<file path="src/design/ffpa_pkg.sv">
// ----------------------------------------------------------------------------
// ffpa_pkg
// Shared types and constants of the first-fit page allocator: field widths,
// command and status codes, the page map entry and the result bundle.
// ----------------------------------------------------------------------------
package ffpa_pkg;

  // Default geometry of the managed memory.
  localparam int PAGES_DFLT      = 256;
  localparam int PAGE_BYTES_DFLT = 4096;

  // Field widths.
  localparam int CMD_W  = 2;
  localparam int REQ_W  = 21;
  localparam int OFF_W  = 20;
  localparam int STAT_W = 2;
  localparam int RUN_W  = 9;
  localparam int CFG_W  = 9;

  // Reset value of the managed page count register.
  localparam logic [CFG_W-1:0] CFG_RESET = 9'd256;

  // Command codes.
  localparam logic [CMD_W-1:0] CMD_ALLOC = 2'd0;
  localparam logic [CMD_W-1:0] CMD_FREE  = 2'd1;
  localparam logic [CMD_W-1:0] CMD_FIND  = 2'd2;

  // Status codes.
  localparam logic [STAT_W-1:0] ST_OK        = 2'd0;
  localparam logic [STAT_W-1:0] ST_NO_SPACE  = 2'd1;
  localparam logic [STAT_W-1:0] ST_NOT_FOUND = 2'd2;
  localparam logic [STAT_W-1:0] ST_BAD_FREE  = 2'd3;

  // One page map entry: allocated bit and run length at a run's first page.
  typedef struct packed {
    logic             taken;
    logic [RUN_W-1:0] run;
  } page_entry_t;

  // Result of one request.
  typedef struct packed {
    logic [STAT_W-1:0] status;
    logic [OFF_W-1:0]  start_offset;
    logic [REQ_W-1:0]  run_bytes;
  } result_t;

endpackage

</file>
<file path="src/design/ffpa_ram.sv">
// ----------------------------------------------------------------------------
// ffpa_ram
// Generic single-write, single-read synchronous RAM with a registered read.
// ----------------------------------------------------------------------------
module ffpa_ram #(
  parameter int WIDTH = 8,
  parameter int DEPTH = 256
) (
  input  logic                     clk,
  input  logic                     we,
  input  logic [$clog2(DEPTH)-1:0] waddr,
  input  logic [WIDTH-1:0]         wdata,
  input  logic [$clog2(DEPTH)-1:0] raddr,
  output logic [WIDTH-1:0]         rdata
);

  logic [WIDTH-1:0] mem [DEPTH];

  // Write port and registered read port.
  always_ff @(posedge clk) begin
    if (we) begin
      mem[waddr] <= wdata;
    end
    rdata <= mem[raddr];
  end

endmodule

</file>
<file path="src/design/ffpa_seq.sv">
// ----------------------------------------------------------------------------
// ffpa_seq
// Request sequencer of the page allocator. It sweeps the page map memory one
// entry per cycle: a clearing pass after reset, a read scan for each request,
// and a write pass that marks or frees a run.
// ----------------------------------------------------------------------------
module ffpa_seq
  import ffpa_pkg::*;
#(
  parameter int NUM_PAGES  = PAGES_DFLT,
  parameter int PAGE_BYTES = PAGE_BYTES_DFLT
) (
  input  logic                          clk,
  input  logic                          rst_n,
  input  logic                          start,
  input  logic [CMD_W-1:0]              cmd,
  input  logic [REQ_W-1:0]              req_bytes,
  input  logic [OFF_W-1:0]              byte_off,
  input  logic [$clog2(NUM_PAGES+1)-1:0] lim,
  output logic                          busy,
  output logic                          done,
  output result_t                       res,
  output logic                          mem_we,
  output logic [$clog2(NUM_PAGES)-1:0]  mem_waddr,
  output page_entry_t                   mem_wdata,
  output logic [$clog2(NUM_PAGES)-1:0]  mem_raddr,
  input  page_entry_t                   mem_rdata
);

  localparam int AW = $clog2(NUM_PAGES);
  localparam int LW = $clog2(NUM_PAGES+1);
  // Byte arithmetic wide enough for a run that starts near the last page.
  localparam int BW = $clog2((NUM_PAGES + 512) * PAGE_BYTES) + 1;
  localparam int CW = (BW > REQ_W + 1) ? BW : REQ_W + 1;

  typedef enum logic [4:0] {
    S_INIT  = 5'b00001,
    S_IDLE  = 5'b00010,
    S_SCAN  = 5'b00100,
    S_MARK  = 5'b01000,
    S_CLEAR = 5'b10000
  } state_t;

  state_t            state_r, state_nxt;
  logic [CMD_W-1:0]  cmd_r, cmd_nxt;
  logic [CW-1:0]     req_r, req_nxt;
  logic [CW-1:0]     off_r, off_nxt;
  logic [LW-1:0]     a_r, a_nxt;
  logic              chk_vld_r, chk_vld_nxt;
  logic [AW-1:0]     chk_idx_r, chk_idx_nxt;
  logic [CW-1:0]     lo_r, lo_nxt;
  logic [CW-1:0]     run_lo_r, run_lo_nxt;
  logic [AW-1:0]     run_start_r, run_start_nxt;
  logic [RUN_W-1:0]  cnt_r, cnt_nxt;
  logic [CW-1:0]     fb_r, fb_nxt;
  logic [AW-1:0]     wpos_r, wpos_nxt;
  logic [AW-1:0]     mend_r, mend_nxt;

  page_entry_t       ent;
  logic [CW-1:0]     lo_next;
  logic [CW-1:0]     fb_add;
  logic [CW-1:0]     run_len;
  logic [CW-1:0]     hi;
  logic              stop;
  logic [STAT_W-1:0] miss_status;

  assign busy = (state_r != S_IDLE);

  // Byte arithmetic on the entry being checked.
  always_comb begin
    ent     = mem_rdata;
    lo_next = lo_r + CW'(PAGE_BYTES);
    fb_add  = fb_r + CW'(PAGE_BYTES);
    run_len = CW'(ent.run) * CW'(PAGE_BYTES);
    hi      = lo_r + run_len;
  end

  // Status of a scan that ran off the managed pages.
  always_comb begin
    case (cmd_r)
      CMD_ALLOC: miss_status = ST_NO_SPACE;
      CMD_FREE:  miss_status = ST_BAD_FREE;
      default:   miss_status = ST_NOT_FOUND;
    endcase
  end

  // Sequencer next state and memory accesses.
  always_comb begin
    state_nxt     = state_r;
    cmd_nxt       = cmd_r;
    req_nxt       = req_r;
    off_nxt       = off_r;
    a_nxt         = a_r;
    chk_vld_nxt   = chk_vld_r;
    chk_idx_nxt   = chk_idx_r;
    lo_nxt        = lo_r;
    run_lo_nxt    = run_lo_r;
    run_start_nxt = run_start_r;
    cnt_nxt       = cnt_r;
    fb_nxt        = fb_r;
    wpos_nxt      = wpos_r;
    mend_nxt      = mend_r;
    done          = 1'b0;
    res           = '0;
    mem_we        = 1'b0;
    mem_waddr     = wpos_r;
    mem_wdata     = '0;
    mem_raddr     = AW'(a_r);
    stop          = 1'b0;

    case (state_r)
      // Clearing pass over the whole map after reset.
      S_INIT: begin
        mem_we = 1'b1;
        if (wpos_r == AW'(NUM_PAGES - 1)) begin
          state_nxt = S_IDLE;
        end else begin
          wpos_nxt = wpos_r + AW'(1);
        end
      end

      // Take a request; trivial ones answer at once.
      S_IDLE: begin
        if (start) begin
          cmd_nxt       = cmd;
          req_nxt       = CW'(req_bytes);
          off_nxt       = CW'(byte_off);
          a_nxt         = '0;
          chk_vld_nxt   = 1'b0;
          lo_nxt        = '0;
          run_lo_nxt    = '0;
          run_start_nxt = '0;
          cnt_nxt       = '0;
          fb_nxt        = '0;
          if (cmd == CMD_ALLOC && req_bytes == '0) begin
            done       = 1'b1;
            res.status = ST_NO_SPACE;
          end else if (cmd != CMD_ALLOC && cmd != CMD_FREE && cmd != CMD_FIND) begin
            done       = 1'b1;
            res.status = ST_NOT_FOUND;
          end else begin
            state_nxt = S_SCAN;
          end
        end
      end

      // Read one entry per cycle and check the one read last cycle.
      S_SCAN: begin
        if (chk_vld_r) begin
          lo_nxt = lo_next;
          case (cmd_r)
            CMD_ALLOC: begin
              if (ent.taken) begin
                fb_nxt        = '0;
                cnt_nxt       = '0;
                run_start_nxt = chk_idx_r + AW'(1);
                run_lo_nxt    = lo_next;
              end else begin
                fb_nxt  = fb_add;
                cnt_nxt = cnt_r + RUN_W'(1);
                if (fb_add >= req_r) begin
                  stop        = 1'b1;
                  state_nxt   = S_MARK;
                  wpos_nxt    = run_start_r;
                  mend_nxt    = chk_idx_r;
                  chk_vld_nxt = 1'b0;
                end
              end
            end
            CMD_FREE: begin
              // This page holds the offset.
              if (off_r < lo_next) begin
                stop        = 1'b1;
                chk_vld_nxt = 1'b0;
                if (ent.taken && ent.run != '0) begin
                  state_nxt  = S_CLEAR;
                  wpos_nxt   = chk_idx_r;
                  cnt_nxt    = ent.run;
                  run_lo_nxt = lo_r;
                end else begin
                  state_nxt  = S_IDLE;
                  done       = 1'b1;
                  res.status = ST_BAD_FREE;
                end
              end
            end
            default: begin
              if (ent.taken && ent.run != '0 && off_r >= lo_r && off_r < hi) begin
                stop             = 1'b1;
                chk_vld_nxt      = 1'b0;
                state_nxt        = S_IDLE;
                done             = 1'b1;
                res.status       = ST_OK;
                res.start_offset = lo_r[OFF_W-1:0];
                res.run_bytes    = run_len[REQ_W-1:0];
              end
            end
          endcase
        end
        if (!stop) begin
          if (a_r < lim) begin
            a_nxt       = a_r + LW'(1);
            chk_vld_nxt = 1'b1;
            chk_idx_nxt = AW'(a_r);
          end else begin
            chk_vld_nxt = 1'b0;
            if (!chk_vld_r) begin
              state_nxt  = S_IDLE;
              done       = 1'b1;
              res.status = miss_status;
            end
          end
        end
      end

      // Mark the found run; its first page carries the length.
      S_MARK: begin
        mem_we          = 1'b1;
        mem_wdata.taken = 1'b1;
        mem_wdata.run   = (wpos_r == run_start_r) ? cnt_r : '0;
        if (wpos_r == mend_r) begin
          state_nxt        = S_IDLE;
          done             = 1'b1;
          res.status       = ST_OK;
          res.start_offset = run_lo_r[OFF_W-1:0];
        end else begin
          wpos_nxt = wpos_r + AW'(1);
        end
      end

      // Clear the freed run, stopping at the end of the map.
      S_CLEAR: begin
        mem_we = 1'b1;
        if (cnt_r == RUN_W'(1) || wpos_r == AW'(NUM_PAGES - 1)) begin
          state_nxt        = S_IDLE;
          done             = 1'b1;
          res.status       = ST_OK;
          res.start_offset = run_lo_r[OFF_W-1:0];
        end else begin
          wpos_nxt = wpos_r + AW'(1);
          cnt_nxt  = cnt_r - RUN_W'(1);
        end
      end

      default: begin
        state_nxt = S_IDLE;
      end
    endcase
  end

  // Control state.
  always_ff @(posedge clk) begin
    if (!rst_n) begin
      state_r   <= S_INIT;
      wpos_r    <= '0;
      chk_vld_r <= 1'b0;
    end else begin
      state_r   <= state_nxt;
      wpos_r    <= wpos_nxt;
      chk_vld_r <= chk_vld_nxt;
    end
  end

  // Request and scan registers.
  always_ff @(posedge clk) begin
    cmd_r       <= cmd_nxt;
    req_r       <= req_nxt;
    off_r       <= off_nxt;
    a_r         <= a_nxt;
    chk_idx_r   <= chk_idx_nxt;
    lo_r        <= lo_nxt;
    run_lo_r    <= run_lo_nxt;
    run_start_r <= run_start_nxt;
    cnt_r       <= cnt_nxt;
    fb_r        <= fb_nxt;
    mend_r      <= mend_nxt;
  end

`ifndef ASSERT_OFF
  // The map is never written during a scan.
  a_scan_no_write: assert property (@(posedge clk) disable iff (!rst_n)
    (state_r == S_SCAN) |-> !mem_we)
    else $error("page map written during a scan");

  // A checked entry always lies inside the managed pages.
  a_chk_in_range: assert property (@(posedge clk) disable iff (!rst_n)
    (state_r == S_SCAN && chk_vld_r) |-> ((LW+1)'(chk_idx_r) < (LW+1)'(lim)))
    else $error("scan checked an entry past the limit");

  // A finished request returns the sequencer to idle.
  a_done_idle: assert property (@(posedge clk) disable iff (!rst_n)
    done |=> (state_r == S_IDLE))
    else $error("sequencer not idle after a result");

  // No result during the clearing pass after reset.
  a_init_quiet: assert property (@(posedge clk) disable iff (!rst_n)
    (state_r == S_INIT) |-> !done)
    else $error("result produced during the clearing pass");

  // A mark pass never runs past the page that completed the run.
  a_mark_bound: assert property (@(posedge clk) disable iff (!rst_n)
    (state_r == S_MARK && wpos_r == mend_r) |=> (state_r == S_IDLE))
    else $error("mark pass overran its run");
`endif

endmodule

</file>
<file path="src/design/first_fit_page_allocator.sv">
// ----------------------------------------------------------------------------
// first_fit_page_allocator
// First-fit contiguous page allocator with a page map held in a synchronous
// RAM: allocate, free and find requests over a configurable page count.
// ----------------------------------------------------------------------------
// Scan: find and allocate read up to L = min(pages_in_use, NUM_PAGES) map
// entries, free up to entry P, the page index of the offset; allocate then
// marks and free then clears the run, one page at a time.
// Requests are handled one at a time; a new one is taken only while busy is low.
// The result strobe follows the finishing cycle; the receiver cannot stall.
// Reset: the map is cleared page by page, busy stays high meanwhile.
// ----------------------------------------------------------------------------
module first_fit_page_allocator
  import ffpa_pkg::*;
#(
  parameter int NUM_PAGES  = PAGES_DFLT,
  parameter int PAGE_BYTES = PAGE_BYTES_DFLT
) (
  input  logic              clk,
  input  logic              rst_n,
  // Request channel
  input  logic              start,
  output logic              busy,
  input  logic [CMD_W-1:0]  in_command,
  input  logic [REQ_W-1:0]  in_request_bytes,
  input  logic [OFF_W-1:0]  in_byte_offset,
  // Result channel
  output logic              out_valid,
  output logic [STAT_W-1:0] out_status,
  output logic [OFF_W-1:0]  out_start_offset,
  output logic [REQ_W-1:0]  out_run_bytes,
  // Configuration channel
  input  logic              cfg_valid,
  output logic              cfg_ready,
  input  logic [CFG_W-1:0]  cfg_pages_in_use
);

  localparam int AW   = $clog2(NUM_PAGES);
  localparam int LW   = $clog2(NUM_PAGES+1);
  localparam int CMPW = (LW > CFG_W) ? LW : CFG_W;

  logic [CFG_W-1:0] pages_r;
  logic [LW-1:0]    lim;
  logic             seq_done;
  result_t          seq_res;
  logic             mem_we;
  logic [AW-1:0]    mem_waddr;
  logic [AW-1:0]    mem_raddr;
  page_entry_t      mem_wdata;
  page_entry_t      mem_rdata;
  logic             out_valid_r;
  result_t          out_res_r;

  // Page count register; always ready.
  assign cfg_ready = 1'b1;

  always_ff @(posedge clk) begin
    if (!rst_n) begin
      pages_r <= CFG_RESET;
    end else if (cfg_valid && cfg_ready) begin
      pages_r <= cfg_pages_in_use;
    end
  end

  // Scan limit: the smaller of the register and the map depth.
  assign lim = (CMPW'(pages_r) < CMPW'(NUM_PAGES)) ? LW'(pages_r) : LW'(NUM_PAGES);

  ffpa_seq #(
    .NUM_PAGES (NUM_PAGES),
    .PAGE_BYTES(PAGE_BYTES)
  ) u_seq (
    .clk      (clk),
    .rst_n    (rst_n),
    .start    (start),
    .cmd      (in_command),
    .req_bytes(in_request_bytes),
    .byte_off (in_byte_offset),
    .lim      (lim),
    .busy     (busy),
    .done     (seq_done),
    .res      (seq_res),
    .mem_we   (mem_we),
    .mem_waddr(mem_waddr),
    .mem_wdata(mem_wdata),
    .mem_raddr(mem_raddr),
    .mem_rdata(mem_rdata)
  );

  ffpa_ram #(
    .WIDTH($bits(page_entry_t)),
    .DEPTH(NUM_PAGES)
  ) u_map (
    .clk  (clk),
    .we   (mem_we),
    .waddr(mem_waddr),
    .wdata(mem_wdata),
    .raddr(mem_raddr),
    .rdata(mem_rdata)
  );

  // Result register: one-cycle strobe with its payload.
  always_ff @(posedge clk) begin
    if (!rst_n) begin
      out_valid_r <= 1'b0;
    end else begin
      out_valid_r <= seq_done;
    end
  end

  always_ff @(posedge clk) begin
    if (seq_done) begin
      out_res_r <= seq_res;
    end
  end

  assign out_valid        = out_valid_r;
  assign out_status       = out_res_r.status;
  assign out_start_offset = out_res_r.start_offset;
  assign out_run_bytes    = out_res_r.run_bytes;

endmodule

</file>
<file path="config.mk">
export PLATFORM = sky130hd
export DESIGN_NAME = first_fit_page_allocator
export DESIGN_NICKNAME = d
export VERILOG_FILES = /design/src/design/ffpa_pkg.sv /design/src/design/ffpa_ram.sv /design/src/design/ffpa_seq.sv /design/src/design/first_fit_page_allocator.sv
export SDC_FILE = /design/constraint.sdc
export NUM_CORES = 2
export LEC_CHECK = 0
export ABC_AREA = 1
export BUFFER_PORTS_ARGS = -buffer_cell sky130_fd_sc_hd__buf_2
export CELL_PAD_IN_SITES_DETAIL_PLACEMENT = 0
export CELL_PAD_IN_SITES_GLOBAL_PLACEMENT = 1
export CORE_MARGIN = 8
export CORE_UTILIZATION = 30
export CTS_CLUSTER_SIZE = 30
export DETAILED_ROUTE_END_ITERATION = 12
export PLACE_DENSITY_LB_ADDON = 0.1
export SETUP_SLACK_MARGIN = 0.15
export SLEW_MARGIN = 20
export SYNTH_ARGS = -nofsm -noshare
export SYNTH_HDL_FRONTEND = slang
export SYNTH_SLANG_ARGS = --single-unit
</file>
<file path="constraint.sdc">
create_clock -name clk -period 18.3 [get_ports clk]
set_clock_uncertainty 0.15 [all_clocks]
set_input_delay 2.745 -clock clk [delete_from_list [all_inputs] [get_ports clk]]
set_output_delay 2.745 -clock clk [all_outputs]
set_load 0.02 [all_outputs]
</file>
# Word-level counts from Yosys, hierarchy flattened
# Memory sizes are Yosys's and may differ from the RTL's. A register that Yosys moved wholly into a read port is not among the register bits.
# Cells that the tools add are included.
# op_classes
addsub	8
n_lt_le_gt_ge	6
n_eq_ne	33
muxes	109
bitwise	5
reduce_logical	31
# op_table
operator	n
$mux 20	6
$mux 23	5
$mux 8	12
$pmux 23 s2	2
$mux 9	10
$mux 41	2
$pmux 20 s2	2
$mux 5	15
$pmux 20 s3	1
$add 23x13->23 const B	2
$lt 20x23->1	2
$mux 43	1
$pmux 9 s2	2
$pmux 8 s2	2
$pmux 8 s4	1
$mux 1	28
$pmux 9 s3	1
$pmux 5 s5	1
$add 23x21->23	1
$ge 20x23->1	1
$ge 23x21->1	1
$logic_not 21->1	1
$add 9x1->9 const B	2
$ne 2x2->1 const B	9
other kinds (43)	82
# totals
regBits	218
mem_bits_rw	2560
output_inout_bits	46
elab_cells	213
n_memories	1
# mem_list
memory	words	width	read_ports	rd_ports_with_merged_regs	wr	line	text
u_map.mem	256	10	1	1	1	ffpa_ram.sv:17	logic [WIDTH-1:0] mem [DEPTH];

# Depth between registers and ports, before layout
# logic_depth
ltp_word	11
mapped_depth	22

# Modules after synthesis
# From an unflattened synthesis, not the netlist that was laid out.
# hier_totals
cells_unflattened	9816
area_unflattened_um2	114304.6
# by_module_without_submodules
module	n_inst	cells_each	area_per_inst_um2
ffpa_ram	1	8656	103718.2
ffpa_seq	1	1039	8808.4
first_fit_page_allocator	1	121	1778.0

# Worst setup path before layout
# No wires, ideal clock.
# synth_timing
path_type	register -> register
startpoint	reg u_seq.state_r[0]
endpoint	mem u_map.mem[0][0] (netlist name), data pin
t_arrival_ns	15.956
t_required_ns	16.054
setup_slack_ns	0.098
stages_incl_launch_ff	7
synth_period_minus_slack_ns	18.202
path_cell_list	dfxtp_1 -> nor2_2 -> nand2_1 -> nor3_2 -> inv_2 -> buf_2 -> nor3_1
# synth_rtl
item	line	text
start: declaration	ffpa_seq.sv:44	state_t state_r, state_nxt;
start signal: assignment	ffpa_seq.sv:258	state_r <= state_nxt;
end: declaration	ffpa_ram.sv:17	

==> key figures <==
Clocking
  – Clock Path Buffers: 4
  – Clk sinks: between 2000 and 3000
  – Root buf cell: clkbuf_16
  – Clock-pin transition on the worst setup and hold timing paths: about 60 ps
  – Worst-skew pair later-pin latency: 930 ps
  – CTS buffer count: 324
  – CTS resizes: 0
  – CTS Hold Bufs: 0
  – Post-CTS Setup Repair Bufs: 0
  – TritonCTS clock tree: done
  – H-tree depth: 5

Setup path
  – CP Capture Type: flop
  – Slowest CP cell: buf_4
  – Most frequent CP cell: buf_4
  – Buf/Inv on CP: 5
  – CP delay by family, top: buffers and inverters
  – Worst R2R Start: u_seq.a_r[0]$_SDFFCE_PN0P_
  – R2R depth: 13
  – Startpoint Class: flop
  – Max incr delay on CP: 670 ps
  – Worst reg2reg endpoint: u_map.rdata[8]$_DFF_P_
  – Critical path type: reg2reg
  – CP Data Arrival Time: 6040 ps
  – Worst path required time: around 19000 ps
  – Crit path cell chain: buf_4, buf_4, buf_4, buf_4, o21ai_0, o221ai_1, nand3_1, nand3_1, nand3_1, a21oi_1, a21o_1, inv_2, nand2_1
  – Crit-path max FO: a little under 60
  – R2R Setup Slk: between 10000 and 15000 ps

GRT
  – First-pass GRT wire length: around 520000 µm
  – Initial antenna violation count: 21
  – Pin count of the biggest net entering global routing: between 150 and 200
  – GRT Util Overall: 0.183
  – Grt met3 use: 0.0288
  – GRT met1 Usage: 0.258
  – Vias in the first global route: 68864
  – Grt met2 use: 0.297
  – GR peak layer: met2
  – Total gr overflow: 0

Placed design
  – Post-DP HPWL: 207000 µm
  – Gp weighted congestion: 0.781
  – Worst slack, placed: 12840 ps
  – Port buffer count: 69
  – Area post-placement: 117000 µm²

Routing
  – 1st-iter DRT viols: roughly 5700
  – Vias: between 70000 and 80000
  – DRC violations left: 0
  – Wire length per cell: ~27 µm
  – DR pass1 iterations: 5
  – Vias per Instance: 5.07
  – Routed Antenna Nets: 0
  – Routed WL: 372000 µm

Logic synthesis
  – EDFF count, synth: 2699
  – Synth unique cells: 60
  – Count leader, synth: edfxtp_1
  – Asr flop ratio synth: 0
  – Synth top area share: 0.729
  – Synth top area cells: edfxtp_1 73%, o21ai_0 5.7%, nor2_1 5.6%
  – Cell accounting for the most synthesized area: edfxtp_1
  – Post-synth top flop: edfxtp_1
  – Synthesized area per cell: around 13 µm²
  – Most frequent cells after synthesis: 2699 x edfxtp_1, 1658 x nor2_1, 1273 x o21ai_0
  – Gate count of the mapped netlist: 8722
  – Register area share after synthesis: 0.735
  – Synthesis Warnings: 0
  – Register bit total from synthesis: ~2700
  – Netlist Area Pre-Place: roughly 110000 µm²

Power
  – Power share of the clock group: 0.433
  – PwrDens: 113 nW/µm²
  – Max rail drop VDD: 0.0697 mV
  – Sw Ratio: 0.251
  – Lkg Pwr: about 36 nW
  – Comb pwr share: 0.080
  – Internal power: ~11 mW
  – Switch Pwr: 3.60 mW
  – Flop pwr share: 0.488

STA
  – Final setup vio count: 0
  – Least-Margin Pin Slew: 1210 ps
  – Fin. Hold Viols: 0
  – Tmin final: about 5300 ps
  – Fmax: between 150 and 200 MHz
  – Fin crit share: 0.291
  – RSZ-0062 raised after global routing: false
  – Final TNS setup: 0 ps
  – Slew headroom: 0.195
  – Max Slew Vio Count: 0
  – Setup ws final: between 10000 and 15000 ps

Hold path
  – Hold worst-path end: u_seq.mend_r[3]$_DFFE_PP_
  – Worst min path class: reg2reg
  – Min-delay src: u_seq.chk_idx_r[3]$_DFFE_PP_
  – Hold path depth: 0

Layout
  – Share of cells above drive strength 1: 0.0923
  – Layout area overhead: 14.0%
  – Fin nets: 8824
  – Filler cell count: 36391
  – Fin area: 127000 µm²

Floorplanning
  – Die W: 625 µm
  – Die height: 625 µm
  – Io pins: about 100
  – Row count: 223
  – Core area: about 370000 µm²
  – Die Footprint: slightly below 400000 µm²
  – Initial Util: 0.301

Status
  – Status: completed

Flow run
  – Max Cap Viol: 0
==> final cells by class <==
class / instances / area, µm² / share of cell area
Timing Repair Buffer: 241 / 1850 / 0.0146
Sequential cell: 2733 / 81700 / 0.645
Inverter: 263 / 1040 / 0.00819
Clock inverter: 161 / 1380 / 0.0109
Clock buffer: 414 / 8640 / 0.0682
Tap cell: 4950 / 6190 / 0.0489
Multi-Input combinational cell: 5131 / 25900 / 0.204
Antenna cell: 11 / 27.5 / 0.000217
==> worst max path at each step <==
stage,from,end,slack (ps),cells past startpoint
final,u_seq.a_r[0]$_SDFFCE_PN0P_,u_map.rdata[8]$_DFF_P_,12980,13
after global placement,start,u_seq.fb_r[15]$_SDFFCE_PN0P_,12930,10
after detailed placement,start,u_seq.fb_r[15]$_SDFFCE_PN0P_,12840,10
after global routing,u_seq.a_r[0]$_SDFFCE_PN0P_,u_map.rdata[8]$_DFF_P_,12690,13
after CTS,u_seq.a_r[0]$_SDFFCE_PN0P_,u_map.rdata[8]$_DFF_P_,12900,13
after floorplan,u_seq.state_r[0]$_SDFFE_PN1P_,u_map.mem[0][0]$_DFFE_PP_,100,6
==> state kept, by name (all words and copies together), names as in the netlist, 9 cells and up <==
signal and count:
u_seq.off_r 13, out_run_bytes 9, u_map.rdata 10, pages_r 9
u_seq.a_r 9, u_map.mem 2560, u_seq.req_r 21, u_seq.cnt_r 9
u_seq.fb_r 23, u_seq.lo_r 11
==> metal layers <==
layer | routed length, µm | vias up
met1 | 171000 | 35932
met5 | 0 | -
li1 | - | 32234
met4 | 8980 | 0
met3 | 20500 | 418
met2 | 172000 | 1868
==> power groups by stage <==
stage	Sequential, mW	Clock (mW)	Combinational (mW)
after CTS	6.99	6.38	1.15
after global placement	7.12	0	1.14
final	6.99	6.20	1.14
after floorplan	7.08	0	0.621
after detailed placement	7.12	0	1.15
after global routing	7.00	6.59	1.23
==> per-stage QoR <==
| step | utilization | std cells | total power, mW | hold WS (ps) |
|---|---|---|---|---|
| global placement | 0.316 | 13318 | 8.26 | 286 |
| floorplan | - | 8745 | 7.70 | 276 |
| global route | 0.344 | 13895 | 14.8 | 325 |
| finish | 0.344 | 13904 | 14.3 | 316 |
| CTS | 0.343 | 13893 | 14.5 | 322 |
| detailed placement | 0.316 | 13318 | 8.27 | 303 |
==> kinds of logic after synthesis <==
| family | Yosys count | share of synthesized area |
|---|---|---|
| and+or+nand+nor | 2727 | 0.0999 |
| xor gates and xnor gates | 38 | 0.00306 |
| adders and majority gates | 74 | 0.00840 |
| AOI/OAI and AO/OA | 2267 | 0.117 |
| buffers and inverters | 881 | 0.0361 |
| other | 2 | 0.0000676 |
| DFF | 2733 | 0.735 |
==> cells in the final DEF (no fill, tap or decap), types with 154 or more instances in the layout <==
| master | instances |
|---|---|
| edfxtp_1 | 2699 |
| nor2_1 | 1588 |
| o21ai_0 | 1273 |
| nand2_1 | 536 |
| nand3_1 | 415 |
| o22ai_1 | 379 |
| clkbuf_16 | 331 |
| o221ai_1 | 264 |
| inv_1 | 238 |
| a21oi_1 | 184 |
| buf_4 | 154 |
No activity file was read; power rests on OpenSTA's default activity.
